$ cat config.mk
export PLATFORM = sky130hd
export DESIGN_NAME = gpm_ctrl
export DESIGN_NICKNAME = d
export VERILOG_FILES = /design/src/sv/gpm_pkg.sv /design/src/sv/gpm_ctrl.sv
export SDC_FILE = /design/constraint.sdc
export NUM_CORES = 1
export LEC_CHECK = 0
export ABC_AREA = 1
export CORE_MARGIN = 1.5
export CORE_UTILIZATION = 30
export CTS_CLUSTER_DIAMETER = 50
export DETAILED_ROUTE_END_ITERATION = 10
export DONT_BUFFER_PORTS = 1
export PLACE_DENSITY = 0.47
export SYNTH_ARGS = -nofsm -noshare
export SYNTH_HDL_FRONTEND = slang
export SYNTH_SLANG_ARGS = --single-unit
$ cat constraint.sdc
create_clock -name clock -period 1.8 [get_ports clock]
set_clock_uncertainty 0.05 [all_clocks]
set_input_delay 0 -clock clock [delete_from_list [all_inputs] [get_ports clock]]
set_output_delay 0 -clock clock [all_outputs]
set_load 0.01 [all_outputs]
$ cat src/sv/gpm_pkg.sv
// Shared types and constants of the granular grain pool mixer.
package gpm_pkg;

   localparam int DIV_W     = 23;   // divider remainder width, holds twice a ramp denominator
   localparam int REM_NUM_W = 17;   // dividend bits shifted in for a remainder
   localparam int FRAC_BITS = 15;   // quotient bits of an envelope ramp
   localparam int STEP_W    = 5;    // divider step counter

   localparam logic [6:0]  PERCENT_FULL = 7'd100;
   localparam logic [15:0] ENV_ONE      = 16'h8000;
   localparam logic [23:0] MIX_MAX      = 24'h7FFFFF;
   localparam logic [23:0] MIX_MIN      = 24'h800000;

   localparam logic CMD_WRITE = 1'b0;
   localparam logic CMD_TICK  = 1'b1;

   localparam logic [1:0] CSR_ATTACK  = 2'd0;
   localparam logic [1:0] CSR_RELEASE = 2'd1;
   localparam logic [1:0] CSR_STEP    = 2'd2;
   localparam logic [1:0] CSR_BLEN    = 2'd3;

   localparam logic [5:0]  ATTACK_RESET  = 6'd20;
   localparam logic [5:0]  RELEASE_RESET = 6'd20;
   localparam logic [4:0]  STEP_RESET    = 5'd1;
   localparam logic [16:0] BLEN_RESET    = 17'd65536;

   typedef struct packed {
      logic              cmd;
      logic [15:0]       write_address;
      logic signed [15:0] write_sample;
      logic              launch;
      logic [15:0]       grain_length;
      logic [15:0]       grain_start;
   } req_type;

   typedef struct packed {
      logic signed [23:0] mixed_sample;
      logic [4:0]         grain_count;
   } rsp_type;

   typedef struct packed {
      logic [15:0]       win_start;
      logic [15:0]       win_len;
      logic [15:0]       offset;
      logic [5:0]        att_pct;
      logic [5:0]        rel_pct;
      logic signed [4:0] step;
   } grain_type;

   typedef enum logic [3:0] {
      ST_IDLE, ST_SCAN, ST_LAUNCH, ST_CHECK, ST_LOAD, ST_ADDR, ST_WRAP,
      ST_ENVP, ST_ENV, ST_FRAC, ST_MUL, ST_ACC, ST_DONE
   } state_type;

   typedef enum logic {DIV_REM, DIV_FRAC} div_mode_type;

   typedef struct packed {
      logic take_tick;
      logic store_wr;
      logic sum_clear;
      logic launch;
      logic found;
      logic grain_rd;
      logic div_pos;
      logic store_rd;
      logic div_wrap;
      logic wrap_take;
      logic env_prep;
      logic env_start;
      logic weight_take;
      logic mul;
      logic acc;
      logic finish;
   } ctrl_cmd_type;

   typedef struct packed {
      logic slot_active;
      logic is_last;
      logic div_done;
      logic env_flat;
   } ctrl_status_type;

endpackage

$ cat src/sv/gpm_ctrl.sv
// Controller: sequences launch scan and the per-grain mix steps.
module gpm_ctrl #(
   parameter int GRAIN_SLOTS = 16,
   parameter int SLOT_W      = 4
) (
   input  logic                      clock,
   input  logic                      reset,
   input  logic                      start,
   input  logic                      req_tick,
   input  logic                      req_launch,
   input  gpm_pkg::ctrl_status_type  status,
   output logic                      busy,
   output gpm_pkg::ctrl_cmd_type     cmd,
   output logic [SLOT_W-1:0]         slot
);

   gpm_pkg::state_type   state_ff, state_in;
   logic [SLOT_W-1:0]    slot_ff, slot_in;
   logic                 found_ff, found_in;

   always_ff @(posedge clock) begin
      if (reset) begin
         state_ff <= gpm_pkg::ST_IDLE;
         slot_ff  <= '0;
         found_ff <= 1'b0;
      end else begin
         state_ff <= state_in;
         slot_ff  <= slot_in;
         found_ff <= found_in;
      end
   end

   always_comb begin
      state_in = state_ff;
      slot_in  = slot_ff;
      found_in = found_ff;
      cmd      = '0;
      case (state_ff)
         gpm_pkg::ST_IDLE: begin
            if (start) begin
               if (req_tick == gpm_pkg::CMD_TICK) begin
                  cmd.take_tick = 1'b1;
                  cmd.sum_clear = 1'b1;
                  slot_in       = '0;
                  state_in      = req_launch ? gpm_pkg::ST_SCAN : gpm_pkg::ST_CHECK;
               end else begin
                  cmd.store_wr = 1'b1;
               end
            end
         end
         gpm_pkg::ST_SCAN: begin
            if (!status.slot_active) begin
               found_in = 1'b1;
               state_in = gpm_pkg::ST_LAUNCH;
            end else if (slot_ff == SLOT_W'(GRAIN_SLOTS - 1)) begin
               // no free slot: take slot 0
               found_in = 1'b0;
               slot_in  = '0;
               state_in = gpm_pkg::ST_LAUNCH;
            end else begin
               slot_in = slot_ff + 1'b1;
            end
         end
         gpm_pkg::ST_LAUNCH: begin
            cmd.launch = 1'b1;
            cmd.found  = found_ff;
            slot_in    = '0;
            state_in   = gpm_pkg::ST_CHECK;
         end
         gpm_pkg::ST_CHECK: begin
            if (status.slot_active) begin
               cmd.grain_rd = 1'b1;
               state_in     = gpm_pkg::ST_LOAD;
            end else if (status.is_last) begin
               state_in = gpm_pkg::ST_DONE;
            end else begin
               slot_in = slot_ff + 1'b1;
            end
         end
         gpm_pkg::ST_LOAD: begin
            cmd.div_pos = 1'b1;
            state_in    = gpm_pkg::ST_ADDR;
         end
         gpm_pkg::ST_ADDR: begin
            if (status.div_done) begin
               cmd.store_rd = 1'b1;
               cmd.div_wrap = 1'b1;
               state_in     = gpm_pkg::ST_WRAP;
            end
         end
         gpm_pkg::ST_WRAP: begin
            if (status.div_done) begin
               cmd.wrap_take = 1'b1;
               state_in      = gpm_pkg::ST_ENVP;
            end
         end
         gpm_pkg::ST_ENVP: begin
            cmd.env_prep = 1'b1;
            state_in     = gpm_pkg::ST_ENV;
         end
         gpm_pkg::ST_ENV: begin
            cmd.env_start = 1'b1;
            state_in      = status.env_flat ? gpm_pkg::ST_MUL : gpm_pkg::ST_FRAC;
         end
         gpm_pkg::ST_FRAC: begin
            if (status.div_done) begin
               cmd.weight_take = 1'b1;
               state_in        = gpm_pkg::ST_MUL;
            end
         end
         gpm_pkg::ST_MUL: begin
            cmd.mul  = 1'b1;
            state_in = gpm_pkg::ST_ACC;
         end
         gpm_pkg::ST_ACC: begin
            cmd.acc = 1'b1;
            if (status.is_last) begin
               state_in = gpm_pkg::ST_DONE;
            end else begin
               slot_in  = slot_ff + 1'b1;
               state_in = gpm_pkg::ST_CHECK;
            end
         end
         gpm_pkg::ST_DONE: begin
            cmd.finish = 1'b1;
            state_in   = gpm_pkg::ST_IDLE;
         end
         default: state_in = gpm_pkg::ST_IDLE;
      endcase
   end

   assign busy = (state_ff != gpm_pkg::ST_IDLE);
   assign slot = slot_ff;

endmodule

Yosys cells after proc, flatten, opt, wreduce, memory -nomap -nowiden --
Index checks and enable logic that the tools add are counted.
Operators by class: reduce and logical (&&, ||, !) cells 6, bitwise operators 0, add/subtract/negate cells 1, shift-type cells 0, $mul 0, equality and inequality tests 23, $lt $le $gt $ge 0, div/mod/pow operators 0, mux-type cells 40
Operator list (number):
- $mux 4 | 16
- $pmux 4 s12 | 1
- $eq 4x4->1 const B | 6
- $pmux 4 s5 | 1
- $eq 4x3->1 const B | 4
- $mux 1 | 15
- $ne 2x2->1 const B | 7
- $mux 2 | 5
- $eq 4x2->1 const B | 2
- $reduce_and 7->1 | 1
- $mux 3 | 2
- $ne 3x3->1 const B | 2
- $reduce_and 5->1 | 1
- $reduce_bool 5->1 | 1
- $add 4x1->4 const B | 1
- $eq 4x1->1 const B | 1
- $logic_not 4->1 | 1
- $reduce_bool 4->1 | 1
- $ne 2x1->1 const B | 1
- $reduce_and 2->1 | 1
Storage, ports and cells: latch bits 0, bits of input ports 9, bits in writable memories 0, word-level logic and storage cells 73, ROM bits 0, memories kept 0, output and inout bits 21, register bits 9

Longest topological paths before layout --
depth after elaboration 4, gate-level depth with buffers 11, gate-level depth less buffers 11

Worst setup path before layout --
Ideal clock, no wire load.
path type register to register, start reg slot_ff[0], in the netlist slot[0], end reg state_ff[1], cell stages (with the launch flop) 11, data arrival time 1.234 ns, path buffers 0, clock period less this slack 1.397 ns, data required time 1.637 ns, path slack 0.403 ns, setup time 0.113 ns, cells stage by stage dfxtp_1 ha_1 nand3_1 nand2_1 nor2_1 nor2_1 nand2_1 inv_2 nand2_1 nand2_1 nor2_1
On the way: cells in the longest elaborated chain, start to end 3
Ends and longest elaborated chain:
- from (decl) | RTL line gpm_ctrl.sv:18 | logic [SLOT_W-1:0] slot_ff, slot_in;
- from (signal assigned) | RTL line gpm_ctrl.sv:28 | slot_ff <= slot_in;
- $eq 4x4->1 | RTL line gpm_ctrl.sv:55 | end else if (slot_ff == SLOT_W'(GRAIN_SLOTS - 1)) begin
- $ne 3x3->1 (no line)
- $reduce_and 7->1 (no line)
- to (signal assigned) | RTL line gpm_ctrl.sv:23 | state_ff <= gpm_pkg::ST_IDLE;
- to (signal assigned) | RTL line gpm_ctrl.sv:27 | state_ff <= state_in;
- to (decl) | RTL line gpm_ctrl.sv:17 | gpm_pkg::state_type state_ff, state_in;
No other way between the ends. A chain may end at the register's enable or synchronous reset.

==> impl_metrics.toml <==
[status]
status = "complete, no violations"

[sta]
tns_ns = 0
post-route-period-util_pct = 87.09
fin_crit_ns = 1.568
setup_ws_ns = 0.2325
holdWs_ns = 0.002278
worst_slew_pin_slew_ns = 0.4681
hold_viol = 0
drv_slew = 0
finalSetupViolCount = 0
maxSlewHeadroom_pct = 68.56
max_freq_ghz = 0.6379
rsz0062_at_grt = "false"

[routing]
drt_iter0_drc = 13
wl_per_cell_um = 11.66
drt_pass1_iterations = 4
postRouteAntennaNets = 0
drc_errors = 0
post_drt_via_cell_ratio = 4.771
routed_wl_um = 2040
route.vias.total = 835

[die]
rows = 18
fp.dieH_um = 53.52
core_area_um2 = 2455
die_w_um = 53.52
ios = 30
initial_core_util_pct = 31.19
dieArea_um2 = 2864

[min_path]
hold_path_class = "in -> out"

[placed_design]
hpwl_um = 1653
pre_cts_ws_ns = 0.2910
dp_cells = 168
place.gp.congestion = 0.9842
placement.cell_area_um2 = 818.3
io_buffers = 0

[logic_synthesis]
synth_top_area_share_pct = 23.53
avgSynthCellArea_um2 = 5.630
ys_ff_latch = 9
synth-compound-area-share_pct = 8.170
yosysSeqAreaShare_pct = 23.53
syn_area_um2 = 765.7
synthTopCellsByArea = "dfxtp_1 24%, nand2_1 20%, nor2_1 16%"
synthDistinctLibCells = 22
synth_top_area_cell = "dfxtp_1"
synth-xor-area-share_pct = 1.144
yosysWarnings = 0
synth-simple-area-share_pct = 56.54
synthCells = 136
syn-num-nets = 146
synth_mux_area_share_pct = 0
synth_top_family_by_area = "simple AND/OR/NAND/NOR gates"
synth_adder_area_share_pct = 1.634

[global_routing]
grt_max_degree = 9
grt_antenna_before_repair = 0
grt_pass1_vias = 759
overflow = 0
grt_util_all_layers_pct = 15.60
grt_pass1_wl_um = 3215

[setup_path]
crit_required_ns = 1.75
start_kind = "flip-flop"
end_kind = "output port"
worstPathBufferInverterCount = 1
max_stage_delay_ns = 0.40
worst_path_max_delay_cell = "dfxtp_1"
arrival_ns = 1.52
critPathKind = "reg -> out"
crit_chain = "nor2_1 -> buf_4 -> nand2_1 -> nor3b_1"
path_max_fanout = 7
crit_family = "simple AND/OR/NAND/NOR gates"

[cts]
tritoncts = "built"
cts_resized = 0
numCtsBuffers = 3
clk_pin_slew_ns = 0.06
post_cts_buffers = 0
max-clock-path-buffers = 2
clock_sinks = 9
insertion_delay_ns = 0.26
root_buffer = "clkbuf_4"
htreeDepth = 1

[cells_and_area]
drive_above_1_share_pct = 14.48
mostFrequentLayoutCell = "nand2_1"
multi_input_area_um2 = 516.7
syn_to_final_growth_pct = 14.22
fin_nets = 156
diodes = 0
stdcell_area_um2 = 874.6
fin_cells = 175
post-route-util_pct = 35.63
layout_common_cells = "40 x nand2_1, 32 x nor2_1, 12 x nand3_1"
seq_area_um2 = 180.2
fillers = 291

[power]
p_total_mw = 1.507
vdd_drop_max_v = 0.0007179
p_per_area_nw_per_um2 = 1724
power.leakage_nw = 0.4283

[run]
drv_cap = 0
cell families after synthesis:
kind of cell / count (synthesis)
adder cells (fa/ha/maj): 1
flip-flops: 9
AND/OR/NAND/NOR: 98
XOR/XNOR: 1
AO/OA/AOI/OAI: 11
buffers and inverters: 16
synth_stat cells:
| cell | number |
|---|---|
| inv_1 | 11 |
| a21oi_1 | 4 |
| ha_1 | 1 |
| dfxtp_1 | 9 |
| nor2_1 | 32 |
| o21ai_0 | 3 |
| inv_2 | 2 |
| nand2_2 | 5 |
| o21ai_2 | 1 |
| a21oi_2 | 1 |
| nand3_2 | 1 |
| nand3b_1 | 1 |
| nand2_1 | 40 |
| buf_4 | 2 |
| xnor2_1 | 1 |
| nor3b_1 | 2 |
| clkinv_2 | 1 |
| nor2_2 | 1 |
| o21ai_1 | 2 |
| nor2_4 | 2 |
| nand3_1 | 12 |
| nor3_1 | 2 |
final timing paths:
| path | startpoint | to | slack, ns | cells after the start |
|---|---|---|---|---|
| worst max register to register | state_ff[1] | slot[1] | 0.28 | 9 |
| worst min register to register | found_ff | found_ff | 0.43 | 2 |
| worst min-delay path | req_tick | cmd[14] | 0.002 | 1 |
| worst max-delay path | state_ff[1] | cmd[14] | 0.23 | 4 |
timing repair:
| item | CTS | global route |
|---|---|---|
| hold buffers | 3 | 0 |
| endpoints found under the setup margin | 0 | 0 |
| endpoints found under the hold margin | 9 | 0 |
flip-flops by register name (all words and copies together), names as in the netlist:
register	cells
slot	4
state_ff	4
found_ff	1
worst register-to-register path, delay by kind of cell, from the launching register on:
kind | cells | cell delay, ns
buffers and inverters | 1 | 0.11
AND/OR/NAND/NOR | 7 | 0.67
flip-flops | 1 | 0.51
AO/OA/AOI/OAI | 1 | 0.08
power by group:
part | total (mW) | switching [mW] | internal, mW | leakage (nW)
registers | 0.372 | 0.102 | 0.269 | 0.0740
clock network | 0.159 | 0.0735 | 0.0855 | 0.0150
logic | 0.977 | 0.654 | 0.323 | 0.339
total | 1.51 | 0.830 | 0.677 | 0.428
routing by layer:
layer,wire [um],GRT usage (%),up-vias
met2,928,24.28,23
met5,0,0,-
li1,-,-,445
met4,16,6.410,0
met1,952,19.52,365
met3,144,5.367,2
cell type report:
type / count / share of cell area [%]
timing repair buffer: 7 / 6.867
sequential: 9 / 20.60
tap: 30 / 4.292
inverter: 14 / 6.152
clock buffer: 4 / 3.004
multi-input combinational: 111 / 59.08
Note: power is estimated with default switching activity, not from simulation.
